$ cat src/hdl/ppa_pkg.sv
// ----------------------------------------------------------------------------
// ppa_pkg
// shared widths, codes and controller/datapath interface types for the
// playback position advance unit
// ----------------------------------------------------------------------------
package ppa_pkg;

  // field widths
  localparam int TIME_BITS       = 48;
  localparam int SPEED_BITS      = 24;
  localparam int SPEED_FRAC_BITS = 16;
  localparam int ELAPSED_BITS    = 32;
  localparam int MODE_BITS       = 2;
  localparam int CFG_INDEX_BITS  = 8;
  localparam int CFG_DATA_BITS   = (TIME_BITS > SPEED_BITS) ? TIME_BITS : SPEED_BITS;

  // derived arithmetic widths
  localparam int PROD_BITS = SPEED_BITS + ELAPSED_BITS;
  localparam int MV_BITS   = PROD_BITS - SPEED_FRAC_BITS;
  // position after a move, signed
  localparam int XW        = ((TIME_BITS > MV_BITS) ? TIME_BITS : MV_BITS) + 2;
  // room for the reflection 2*edge - x
  localparam int RW        = XW + 2;
  // distance from start, and its magnitude fed to the divider
  localparam int DW        = XW + 1;
  // partial remainder of the bit-serial modulo
  localparam int REM_W     = TIME_BITS + 1;
  localparam int CNT_W     = $clog2(DW);

  // stream word widths, padded to whole bytes
  localparam int IN_DATA_BITS  = ((ELAPSED_BITS + TIME_BITS + 1 + 7) / 8) * 8;
  localparam int OUT_DATA_BITS = ((TIME_BITS + 2 + 7) / 8) * 8;

  // play modes
  localparam logic [MODE_BITS-1:0] MODE_SINGLE = 2'd0;
  localparam logic [MODE_BITS-1:0] MODE_LOOP   = 2'd1;
  localparam logic [MODE_BITS-1:0] MODE_BOUNCE = 2'd2;

  // opcodes
  localparam logic OP_ADVANCE = 1'b0;
  localparam logic OP_SEEK    = 1'b1;

  // register indexes
  localparam logic [CFG_INDEX_BITS-1:0] CFG_START = 8'd0;
  localparam logic [CFG_INDEX_BITS-1:0] CFG_END   = 8'd1;
  localparam logic [CFG_INDEX_BITS-1:0] CFG_MODE  = 8'd2;
  localparam logic [CFG_INDEX_BITS-1:0] CFG_SPEED = 8'd3;

  localparam logic [SPEED_BITS-1:0] SPEED_RESET = SPEED_BITS'(1) << SPEED_FRAC_BITS;

  typedef struct packed {
    logic load_in;
    logic do_mul;
    logic do_move;
    logic do_mode;
    logic div_step;
    logic do_fix;
    logic commit;
  } ppa_cmd_t;

  typedef struct packed {
    logic need_div;
    logic div_last;
    logic out_free;
  } ppa_status_t;

endpackage

$ cat src/hdl/playback_position_advance_unit.sv
// ----------------------------------------------------------------------------
// playback_position_advance_unit
// playback position counter: advances by elapsed time times speed, then
// clamps, loops or reflects into the playable range; seeks clamp and set
// the direction
// ----------------------------------------------------------------------------
//
//  channel   dir  handshake               payload
//  --------  ---  ----------------------  ---------------------------------
//  s_axis    in   s_axis_tvalid/tready    tuser opcode, tdata operands
//  m_axis    out  m_axis_tvalid/tready    tdata position, direction, changed
//  cfg       in   cfg_valid/cfg_ready     cfg_index, cfg_data
//
//  an advance word steps from accept through multiply, move, range mode and
//  write; a loop-mode wrap adds the restoring modulo unit, one quotient bit
//  per cycle over 51 bits, and a fixup step before the write; a seek goes
//  through the same steps as an advance
//  s_axis_tready is high only while the sequencer is idle; a finished
//  result sits in the output register, so the next word is taken while it
//  waits, and write-back stalls only if a second result is ready first
//  rst is synchronous, active high: position 0, forward, speed 1.0,
//  range [0,0], single shot mode; cfg_ready is always high
//
module playback_position_advance_unit
  import ppa_pkg::*;
(
  input  logic                       clk,
  input  logic                       rst,
  // input words
  input  logic                       s_axis_tvalid,
  output logic                       s_axis_tready,
  // elapsed [31:0], seek_time [79:32], seek_forward [80], zero pad
  input  logic [IN_DATA_BITS-1:0]    s_axis_tdata,
  // opcode [0]
  input  logic                       s_axis_tuser,
  // result words
  output logic                       m_axis_tvalid,
  input  logic                       m_axis_tready,
  // position [47:0], moving_forward [48], changed [49], zero pad
  output logic [OUT_DATA_BITS-1:0]   m_axis_tdata,
  // register writes
  input  logic                       cfg_valid,
  output logic                       cfg_ready,
  input  logic [CFG_INDEX_BITS-1:0]  cfg_index,
  input  logic [CFG_DATA_BITS-1:0]   cfg_data
);

  ppa_cmd_t    cmd;
  ppa_status_t status;

  logic signed [TIME_BITS-1:0] out_position;
  logic                        out_moving_forward;
  logic                        out_changed;

  // registers are always writable
  assign cfg_ready = 1'b1;

  ppa_ctrl u_ctrl (
    .clk      (clk),
    .rst      (rst),
    .in_valid (s_axis_tvalid),
    .in_ready (s_axis_tready),
    .cmd      (cmd),
    .status   (status)
  );

  ppa_dp u_dp (
    .clk                (clk),
    .rst                (rst),
    .cmd                (cmd),
    .status             (status),
    .cfg_valid          (cfg_valid),
    .cfg_index          (cfg_index),
    .cfg_data           (cfg_data),
    .in_opcode          (s_axis_tuser),
    .in_elapsed         (s_axis_tdata[ELAPSED_BITS-1:0]),
    .in_seek_time       ($signed(s_axis_tdata[ELAPSED_BITS +: TIME_BITS])),
    .in_seek_forward    (s_axis_tdata[ELAPSED_BITS + TIME_BITS]),
    .out_valid          (m_axis_tvalid),
    .out_ready          (m_axis_tready),
    .out_position       (out_position),
    .out_moving_forward (out_moving_forward),
    .out_changed        (out_changed)
  );

  // pack the result word, lowest field first
  assign m_axis_tdata = OUT_DATA_BITS'({out_changed, out_moving_forward, out_position});

  // one word in flight: after an accept, no second accept until write-back
  a_single_word: assert property (@(posedge clk) disable iff (rst)
    s_axis_tvalid && s_axis_tready |=> !s_axis_tready)
    else $error("second input word accepted while one is in flight");

  // write-back only into a free output register
  a_commit_free: assert property (@(posedge clk) disable iff (rst)
    cmd.commit |-> status.out_free)
    else $error("result written over an untaken result");

  // a commit always presents a result next cycle
  a_commit_valid: assert property (@(posedge clk) disable iff (rst)
    cmd.commit |=> m_axis_tvalid)
    else $error("committed result not presented");

  // the sequencer issues at most one datapath command per cycle
  a_cmd_onehot: assert property (@(posedge clk) disable iff (rst)
    $onehot0(cmd))
    else $error("conflicting datapath commands");

endmodule

$ cat src/hdl/ppa_ctrl.sv
// ----------------------------------------------------------------------------
// ppa_ctrl
// sequencer: steps one word through multiply, move, range mode, optional
// bit-serial modulo and write-back
// ----------------------------------------------------------------------------
module ppa_ctrl
  import ppa_pkg::*;
(
  input  logic        clk,
  input  logic        rst,
  input  logic        in_valid,
  output logic        in_ready,
  output ppa_cmd_t    cmd,
  input  ppa_status_t status
);

  localparam logic [2:0] S_IDLE  = 3'd0;
  localparam logic [2:0] S_MUL   = 3'd1;
  localparam logic [2:0] S_MOVE  = 3'd2;
  localparam logic [2:0] S_MODE  = 3'd3;
  localparam logic [2:0] S_DIV   = 3'd4;
  localparam logic [2:0] S_FIX   = 3'd5;
  localparam logic [2:0] S_WRITE = 3'd6;

  logic [2:0] state;
  logic [2:0] state_next;

  assign in_ready = (state == S_IDLE);

  always_comb begin
    state_next = state;
    cmd        = '0;
    unique case (state)
      S_IDLE: begin
        if (in_valid) begin
          cmd.load_in = 1'b1;
          state_next  = S_MUL;
        end
      end
      S_MUL: begin
        cmd.do_mul = 1'b1;
        state_next = S_MOVE;
      end
      S_MOVE: begin
        cmd.do_move = 1'b1;
        state_next  = S_MODE;
      end
      S_MODE: begin
        cmd.do_mode = 1'b1;
        state_next  = status.need_div ? S_DIV : S_WRITE;
      end
      S_DIV: begin
        cmd.div_step = 1'b1;
        if (status.div_last) begin
          state_next = S_FIX;
        end
      end
      S_FIX: begin
        cmd.do_fix = 1'b1;
        state_next = S_WRITE;
      end
      S_WRITE: begin
        if (status.out_free) begin
          cmd.commit = 1'b1;
          state_next = S_IDLE;
        end
      end
      default: begin
        state_next = S_IDLE;
      end
    endcase
  end

  always_ff @(posedge clk) begin
    if (rst) begin
      state <= S_IDLE;
    end else begin
      state <= state_next;
    end
  end

endmodule

$ cat src/hdl/ppa_dp.sv
// ----------------------------------------------------------------------------
// ppa_dp
// datapath: registers, speed multiplier, move adder, range mode logic,
// restoring modulo unit and output register
// ----------------------------------------------------------------------------
module ppa_dp
  import ppa_pkg::*;
(
  input  logic                             clk,
  input  logic                             rst,
  input  ppa_cmd_t                         cmd,
  output ppa_status_t                      status,
  // configuration
  input  logic                             cfg_valid,
  input  logic [CFG_INDEX_BITS-1:0]        cfg_index,
  input  logic [CFG_DATA_BITS-1:0]         cfg_data,
  // input word fields
  input  logic                             in_opcode,
  input  logic [ELAPSED_BITS-1:0]          in_elapsed,
  input  logic signed [TIME_BITS-1:0]      in_seek_time,
  input  logic                             in_seek_forward,
  // result word
  output logic                             out_valid,
  input  logic                             out_ready,
  output logic signed [TIME_BITS-1:0]      out_position,
  output logic                             out_moving_forward,
  output logic                             out_changed
);

  // configuration registers
  logic signed [TIME_BITS-1:0] start_time;
  logic signed [TIME_BITS-1:0] end_time;
  logic [MODE_BITS-1:0]        play_mode;
  logic [SPEED_BITS-1:0]       speed;

  // block state
  logic signed [TIME_BITS-1:0] position;
  logic                        forward;

  // captured word
  logic                        opcode;
  logic [ELAPSED_BITS-1:0]     elapsed;
  logic signed [TIME_BITS-1:0] seek_time;
  logic                        seek_forward;

  // working registers
  logic [PROD_BITS-1:0]        prod;
  logic signed [XW-1:0]        x;
  logic                        x_fwd;
  logic signed [TIME_BITS-1:0] res;
  logic                        res_fwd;
  logic [TIME_BITS-1:0]        span;
  logic [DW-1:0]               dmag;
  logic                        d_neg;
  logic [REM_W-1:0]            rem;
  logic [CNT_W-1:0]            cnt;

  // move
  logic [PROD_BITS-1:0]        prod_rnd;
  logic [MV_BITS-1:0]          mv;
  logic signed [XW-1:0]        mv_x;
  logic signed [XW-1:0]        pos_x;

  // range mode
  logic signed [RW-1:0]        xr, sr, er, xb;
  logic                        below, above, fb;
  logic signed [TIME_BITS:0]   span_full;
  logic                        span_pos;
  logic signed [DW-1:0]        d;
  logic [DW-1:0]               d_abs;
  logic signed [TIME_BITS-1:0] mode_pos;
  logic                        mode_fwd;
  logic                        loop_mode;

  // modulo step and fixup
  logic [REM_W-1:0]            rem_shift;
  logic [TIME_BITS-1:0]        r_fix;

  function automatic logic signed [TIME_BITS-1:0] clamp_pos(
    input logic signed [RW-1:0] v,
    input logic signed [RW-1:0] lo,
    input logic signed [RW-1:0] hi
  );
    logic signed [TIME_BITS-1:0] o;
    if (v < lo) begin
      o = lo[TIME_BITS-1:0];
    end else if (v > hi) begin
      o = hi[TIME_BITS-1:0];
    end else begin
      o = v[TIME_BITS-1:0];
    end
    return o;
  endfunction

  // rounded half up move
  assign prod_rnd = prod + (PROD_BITS'(1) << (SPEED_FRAC_BITS - 1));
  assign mv       = prod_rnd[PROD_BITS-1:SPEED_FRAC_BITS];
  assign mv_x     = XW'(mv);
  assign pos_x    = XW'(position);

  assign xr    = RW'(x);
  assign sr    = RW'(start_time);
  assign er    = RW'(end_time);
  assign below = (xr < sr);
  assign above = (xr > er);

  assign span_full = (TIME_BITS + 1)'(end_time) - (TIME_BITS + 1)'(start_time);
  assign span_pos  = (span_full > 0);
  assign d         = DW'(x) - DW'(start_time);
  assign d_abs     = d[DW-1] ? DW'(-d) : DW'(d);
  assign loop_mode = (opcode == OP_ADVANCE) && (play_mode == MODE_LOOP);

  // reflect once at the crossed edge
  always_comb begin
    xb = xr;
    fb = x_fwd;
    if (play_mode == MODE_BOUNCE) begin
      if (below) begin
        xb = sr + sr - xr;
        fb = 1'b1;
      end else if (above) begin
        xb = er + er - xr;
        fb = 1'b0;
      end
    end
  end

  always_comb begin
    mode_fwd = x_fwd;
    if (opcode == OP_SEEK) begin
      mode_pos = clamp_pos(xr, sr, er);
    end else begin
      case (play_mode)
        MODE_LOOP: begin
          // in range stays, otherwise start (modulo overrides when span > 0)
          mode_pos = (!below && !above) ? x[TIME_BITS-1:0] : start_time;
        end
        MODE_BOUNCE: begin
          mode_pos = clamp_pos(xb, sr, er);
          mode_fwd = fb;
        end
        default: begin
          mode_pos = clamp_pos(xr, sr, er);
        end
      endcase
    end
  end

  assign rem_shift = {rem[REM_W-2:0], dmag[DW-1]};
  assign r_fix     = d_neg ? ((rem != '0) ? (span - rem[TIME_BITS-1:0]) : '0)
                           : rem[TIME_BITS-1:0];

  assign status.need_div = loop_mode && (below || above) && span_pos;
  assign status.div_last = (cnt == CNT_W'(DW - 1));
  assign status.out_free = !out_valid || out_ready;

  // configuration and state
  always_ff @(posedge clk) begin
    if (rst) begin
      start_time <= '0;
      end_time   <= '0;
      play_mode  <= MODE_SINGLE;
      speed      <= SPEED_RESET;
      position   <= '0;
      forward    <= 1'b1;
      out_valid  <= 1'b0;
    end else begin
      if (cfg_valid) begin
        unique case (cfg_index)
          CFG_START: start_time <= cfg_data[TIME_BITS-1:0];
          CFG_END:   end_time   <= cfg_data[TIME_BITS-1:0];
          CFG_MODE:  play_mode  <= cfg_data[MODE_BITS-1:0];
          CFG_SPEED: speed      <= cfg_data[SPEED_BITS-1:0];
          default: ;
        endcase
      end
      if (cmd.commit) begin
        position  <= res;
        forward   <= res_fwd;
        out_valid <= 1'b1;
      end else if (out_ready) begin
        out_valid <= 1'b0;
      end
    end
  end

  // payload
  always_ff @(posedge clk) begin
    if (cmd.load_in) begin
      opcode       <= in_opcode;
      elapsed      <= in_elapsed;
      seek_time    <= in_seek_time;
      seek_forward <= in_seek_forward;
    end
    if (cmd.do_mul) begin
      prod <= PROD_BITS'(speed) * PROD_BITS'(elapsed);
    end
    if (cmd.do_move) begin
      if (opcode == OP_SEEK) begin
        x     <= XW'(seek_time);
        x_fwd <= seek_forward;
      end else begin
        x     <= forward ? (pos_x + mv_x) : (pos_x - mv_x);
        x_fwd <= forward;
      end
    end
    if (cmd.do_mode) begin
      res     <= mode_pos;
      res_fwd <= mode_fwd;
      span    <= span_full[TIME_BITS-1:0];
      d_neg   <= d[DW-1];
      dmag    <= d_abs;
      rem     <= '0;
      cnt     <= '0;
    end
    if (cmd.div_step) begin
      rem  <= (rem_shift >= REM_W'(span)) ? (rem_shift - REM_W'(span)) : rem_shift;
      dmag <= dmag << 1;
      cnt  <= cnt + CNT_W'(1);
    end
    if (cmd.do_fix) begin
      res <= start_time + $signed(r_fix);
    end
    if (cmd.commit) begin
      out_position       <= res;
      out_moving_forward <= res_fwd;
      out_changed        <= (res != position) || (res_fwd != forward);
    end
  end

endmodule

$ cat config.mk
export PLATFORM = sky130hd
export DESIGN_NAME = playback_position_advance_unit
export DESIGN_NICKNAME = d
export VERILOG_FILES = /design/src/hdl/ppa_pkg.sv /design/src/hdl/playback_position_advance_unit.sv /design/src/hdl/ppa_ctrl.sv /design/src/hdl/ppa_dp.sv
export SDC_FILE = /design/constraint.sdc
export NUM_CORES = 2
export LEC_CHECK = 0
export BUFFER_PORTS_ARGS = -buffer_cell sky130_fd_sc_hd__buf_4
export CAP_MARGIN = 20
export CORE_UTILIZATION = 53
export CTS_BUF_LIST = sky130_fd_sc_hd__clkbuf_8
export CTS_CLUSTER_SIZE = 20
export DETAILED_ROUTE_END_ITERATION = 8
export PLACE_DENSITY_LB_ADDON = 0.08
export SLEW_MARGIN = 10
export SYNTH_ARGS = -nofsm -noshare
export SYNTH_HDL_FRONTEND = slang
export SYNTH_SLANG_ARGS = --single-unit
$ cat constraint.sdc
create_clock -name clk -period 6.7 [get_ports clk]
set_input_delay 2.01 -clock clk [delete_from_list [all_inputs] [get_ports clk]]
set_output_delay 2.01 -clock clk [all_outputs]
set_load 0.1 [all_outputs]
==> reports/summary.txt <==
status -> finished with violations
failing checks -> max-capacitance violations, max-slew violations, negative setup slack
Std-Cell Rows -> 138
Final Hold Viols -> 0
Power Density -> 164 mW/mm^2
Port Buffers -> 194
Max Cap Viol -> 1
final slew viol count -> 2
met2 usage -> 0.657
GPL Wtd Cong -> 1.08
Top Usage Layer GRT -> met2
Yosys reg bits -> 602
Arrival @ worst endpoint -> 8.17 ns
Slew headroom -> -0.133
drt wl/cell -> 25.3 um
Clock transition at path regs -> 0.07 ns
TritonCTS Buffers -> 112
vias in the first global route -> 74.0k
P&R area growth vs syn -> 25.6%
slowest CP cell -> a222oi_1
Warnings, synthesis -> 0
Max clock buf depth -> 3
largest family of logic cells by synthesized area -> adder cells
total track usage -> 0.421
ratio of cells with drive above 1 in the final layout -> 0.220
WS Path Type -> reg2reg
xor-xnor portion of the synthesized cell area -> 0.0630
Setup Total Neg Slack -> -34.34 ns
mux cell area share after synthesis -> 0.0123
hold slack -> 0.487 ns
drt initial violations -> 7557
Comb power frac -> 0.449
initial antenna violation count -> 17
largest net degree at the start of global routing -> 73
clk sinks -> 602
Synth Area in Adders -> 0.292
Via density -> 6.06
switching power -> 6280 uW
Worst Hold Class -> reg2reg
CTS tree -> built
family with the most delay on the worst path -> compound AO/OA/AOI/OAI gates
max frequency -> 135 MHz
Slew @ Worst Pin -> 1.68 ns
DP Cell Count -> 12.0k
Detailed Place HPWL -> 248000 um
final non-filler cell total -> 12.3k
worst slack, placed -> -1.54 ns
nets -> 11.9k
Critical Path Source Type -> flop
I/O pin count -> 209
Initial Utilization -> 0.536
Simple-Gate Fraction of Synth Area -> 0.170
endpoints failing setup -> 81
Max VDD drop -> 205 uV
Syn Area/Cell -> 8.50 um^2
CP max FO -> 9
final worst slack -> -0.729 ns
proportion of power drawn by the clock network -> 0.254
switching share of power -> 0.400
first-pass GRT wire length -> 457000 um
endpoint class of the critical path -> flop
vias -> 74.8k
met3 Usage GRT -> 0.0887
Compound-Gate Fraction of Synth Area -> 0.179
sequential area share after synthesis -> 0.214
drt drc -> 0
RSZ-0062 raised after global routing -> yes
clock skew -> 0.0653 ns
Critical Path RT -> 7.44 ns
fin crit share -> 1.11
Max stage delay on crit path -> 0.86 ns
Int Power -> 9420 uW
routing usage on met1 -> 0.498
GRT overflow -> 0
H-tree levels -> 3
remaining antenna violation count -> 0
drt pass-1 iters -> 7
post-synthesis cell count -> 8976
cell area after synthesis -> 0.0763 mm^2
Die Footprint -> 0.146 mm^2
sequential power share -> 0.297
clock tree root driver cell -> clkbuf_8
Leakage -> 0.0428 uW
asr flop ratio synth -> 0
commonest register cell after synthesis -> edfxtp_1
Core Box Area -> 0.142 mm^2
clk_lat worst skew -> 0.91 ns
Chip Width -> 381 um
Die Ht -> 381 um
post-synth cell types -> 97
number of flops mapped to enable cells by yosys -> 426
final WL -> 312000 um
cell mode on critical path -> buf_6
WP buf/inv -> 11
cts hold-fix bufs -> 0
Final min period -> 7.43 ns
[final cells by class]
cell class	instances	area, um^2
Sequential cell	602	16300
Clock buffer	128	1760
Inverter	965	3630
Tap cell	1890	2360
Multi-Input combinational cell	6982	57200
Timing Repair Buffer	1678	13900
Fill cell	11936	46400
Clock inverter	84	659
Antenna cell	9	22.5
[Yosys cell counts (13+ instances only)]
cell	number	area share
o41ai_1	13	0.0015
clkbuf_1	394	0.019
a21boi_0	20	0.0020
nand3b_1	17	0.0017
a2111oi_0	23	0.0026
and2_1	296	0.024
xnor2_1	341	0.039
ha_1	717	0.12
o22ai_1	79	0.0065
a31o_2	15	0.0017
nor3_1	110	0.0072
and3_1	59	0.0048
o21bai_1	60	0.0059
inv_1	961	0.047
or2_2	16	0.0013
a21oi_1	718	0.047
buf_1	19	0.00093
o2111ai_1	13	0.0015
a31oi_1	46	0.0038
a211o_1	20	0.0023
o31a_1	17	0.0020
o221ai_1	14	0.0016
a211oi_1	75	0.0074
a22oi_1	25	0.0025
xor2_1	208	0.024
a221oi_1	50	0.0057
o21ai_0	433	0.028
nand4_1	129	0.011
fa_1	665	0.17
nor2_1	376	0.018
nor4_1	42	0.0034
o31ai_1	42	0.0041
and4_1	16	0.0018
o211ai_1	53	0.0052
nand2b_1	65	0.0053
dfxtp_1	176	0.046
or3_1	28	0.0023
o21a_1	86	0.0085
edfxtp_1	426	0.17
nor2b_1	76	0.0062
nand3_1	140	0.0092
nand2_1	1350	0.066
mux2i_1	84	0.011
a21o_1	264	0.026
[cell usage in the layout, fill, tap and decap left out, types with 53 or more instances in the layout]
| cell | instances |
|---|---|
| nand4_1 | 129 |
| buf_6 | 84 |
| inv_1 | 991 |
| dfxtp_1 | 170 |
| nand2b_1 | 62 |
| xnor2_1 | 334 |
| o211ai_1 | 53 |
| nand3_1 | 133 |
| buf_4 | 1514 |
| a211oi_1 | 64 |
| o21a_1 | 86 |
| edfxtp_1 | 426 |
| nor2_1 | 351 |
| o22ai_1 | 75 |
| a21o_1 | 264 |
| nor2b_1 | 71 |
| and3_1 | 58 |
| o21ai_0 | 359 |
| xor2_1 | 204 |
| mux2i_1 | 83 |
| a21oi_1 | 669 |
| buf_12 | 69 |
| fa_1 | 658 |
| clkbuf_8 | 128 |
| o21bai_1 | 56 |
| and2_1 | 277 |
| nor3_1 | 97 |
| ha_1 | 686 |
| nand2_1 | 1313 |
[registers in the layout, summed over array words and instances, names as in the netlist, 48 cells and up]
signal	count
u_dp.x	49
u_dp.res	48
u_dp.out_position	48
u_dp.rem	49
u_dp.start_time	48
u_dp.position	48
u_dp.end_time	48
u_dp.seek_time	48
u_dp.dmag	51
u_dp.span	48
[power groups by stage]
| stage | logic (uW) | registers (uW) | clock network, uW |
|---|---|---|---|
| after global routing | 7460 | 4670 | 4190 |
| final | 7050 | 4660 | 3990 |
| after floorplan | 3520 | 4660 | 0 |
| after global placement | 6180 | 4720 | 0 |
| after detailed placement | 6280 | 4730 | 0 |
| after CTS | 6520 | 4650 | 4040 |
[stage by stage]
step | utilization | area (um^2) | power (uW)
floorplan | - | 76600 | 8170
global placement | 0.629 | 89500 | 10900
detailed placement | 0.629 | 89500 | 11000
CTS | 0.659 | 93800 | 15200
global route | 0.674 | 95800 | 16300
finish | 0.674 | 95900 | 15700
[per-layer routing]
layer,vias up,wire length (um)
met5,-,91
met4,14,32500
met3,1216,28500
met2,3875,137000
met1,36014,114000
li1,33646,-
[final timing paths]
| path | depth (start not counted) | start | slack [ns] | end |
|---|---|---|---|---|
| max reg2reg | 32 | u_dp.x[10] | -0.73 | u_dp.res[5] |
| min | 2 | u_dp.dmag[28] | 0.49 | u_dp.dmag[29] |
| min reg2reg | 2 | u_dp.dmag[28] | 0.49 | u_dp.dmag[29] |
| max | 32 | u_dp.x[10] | -0.73 | u_dp.res[5] |
[tightest hold or removal path: stages (launching register included)]
cell and delay (ns):
edfxtp_1 0.33, nand2_1 0.04, o21ai_0 0.06
[cell families after synthesis]
family          Yosys count
simple gates           2780
compound gates         2171
buf+inv                1397
fa+ha+maj              1382
flops                   602
xor+xnor                549
mux                      93
other cells               2
[what timing repair did]
item / in CTS / in global routing
pin swaps: 125 / 192
gates resized for setup: 266 / 372
setup buffers: 90 / 78
cloned: 1 / 2
hold endpoints to repair: 0 / 0
setup endpoints to repair: 83 / 94
(Power assumes the default switching activity.)
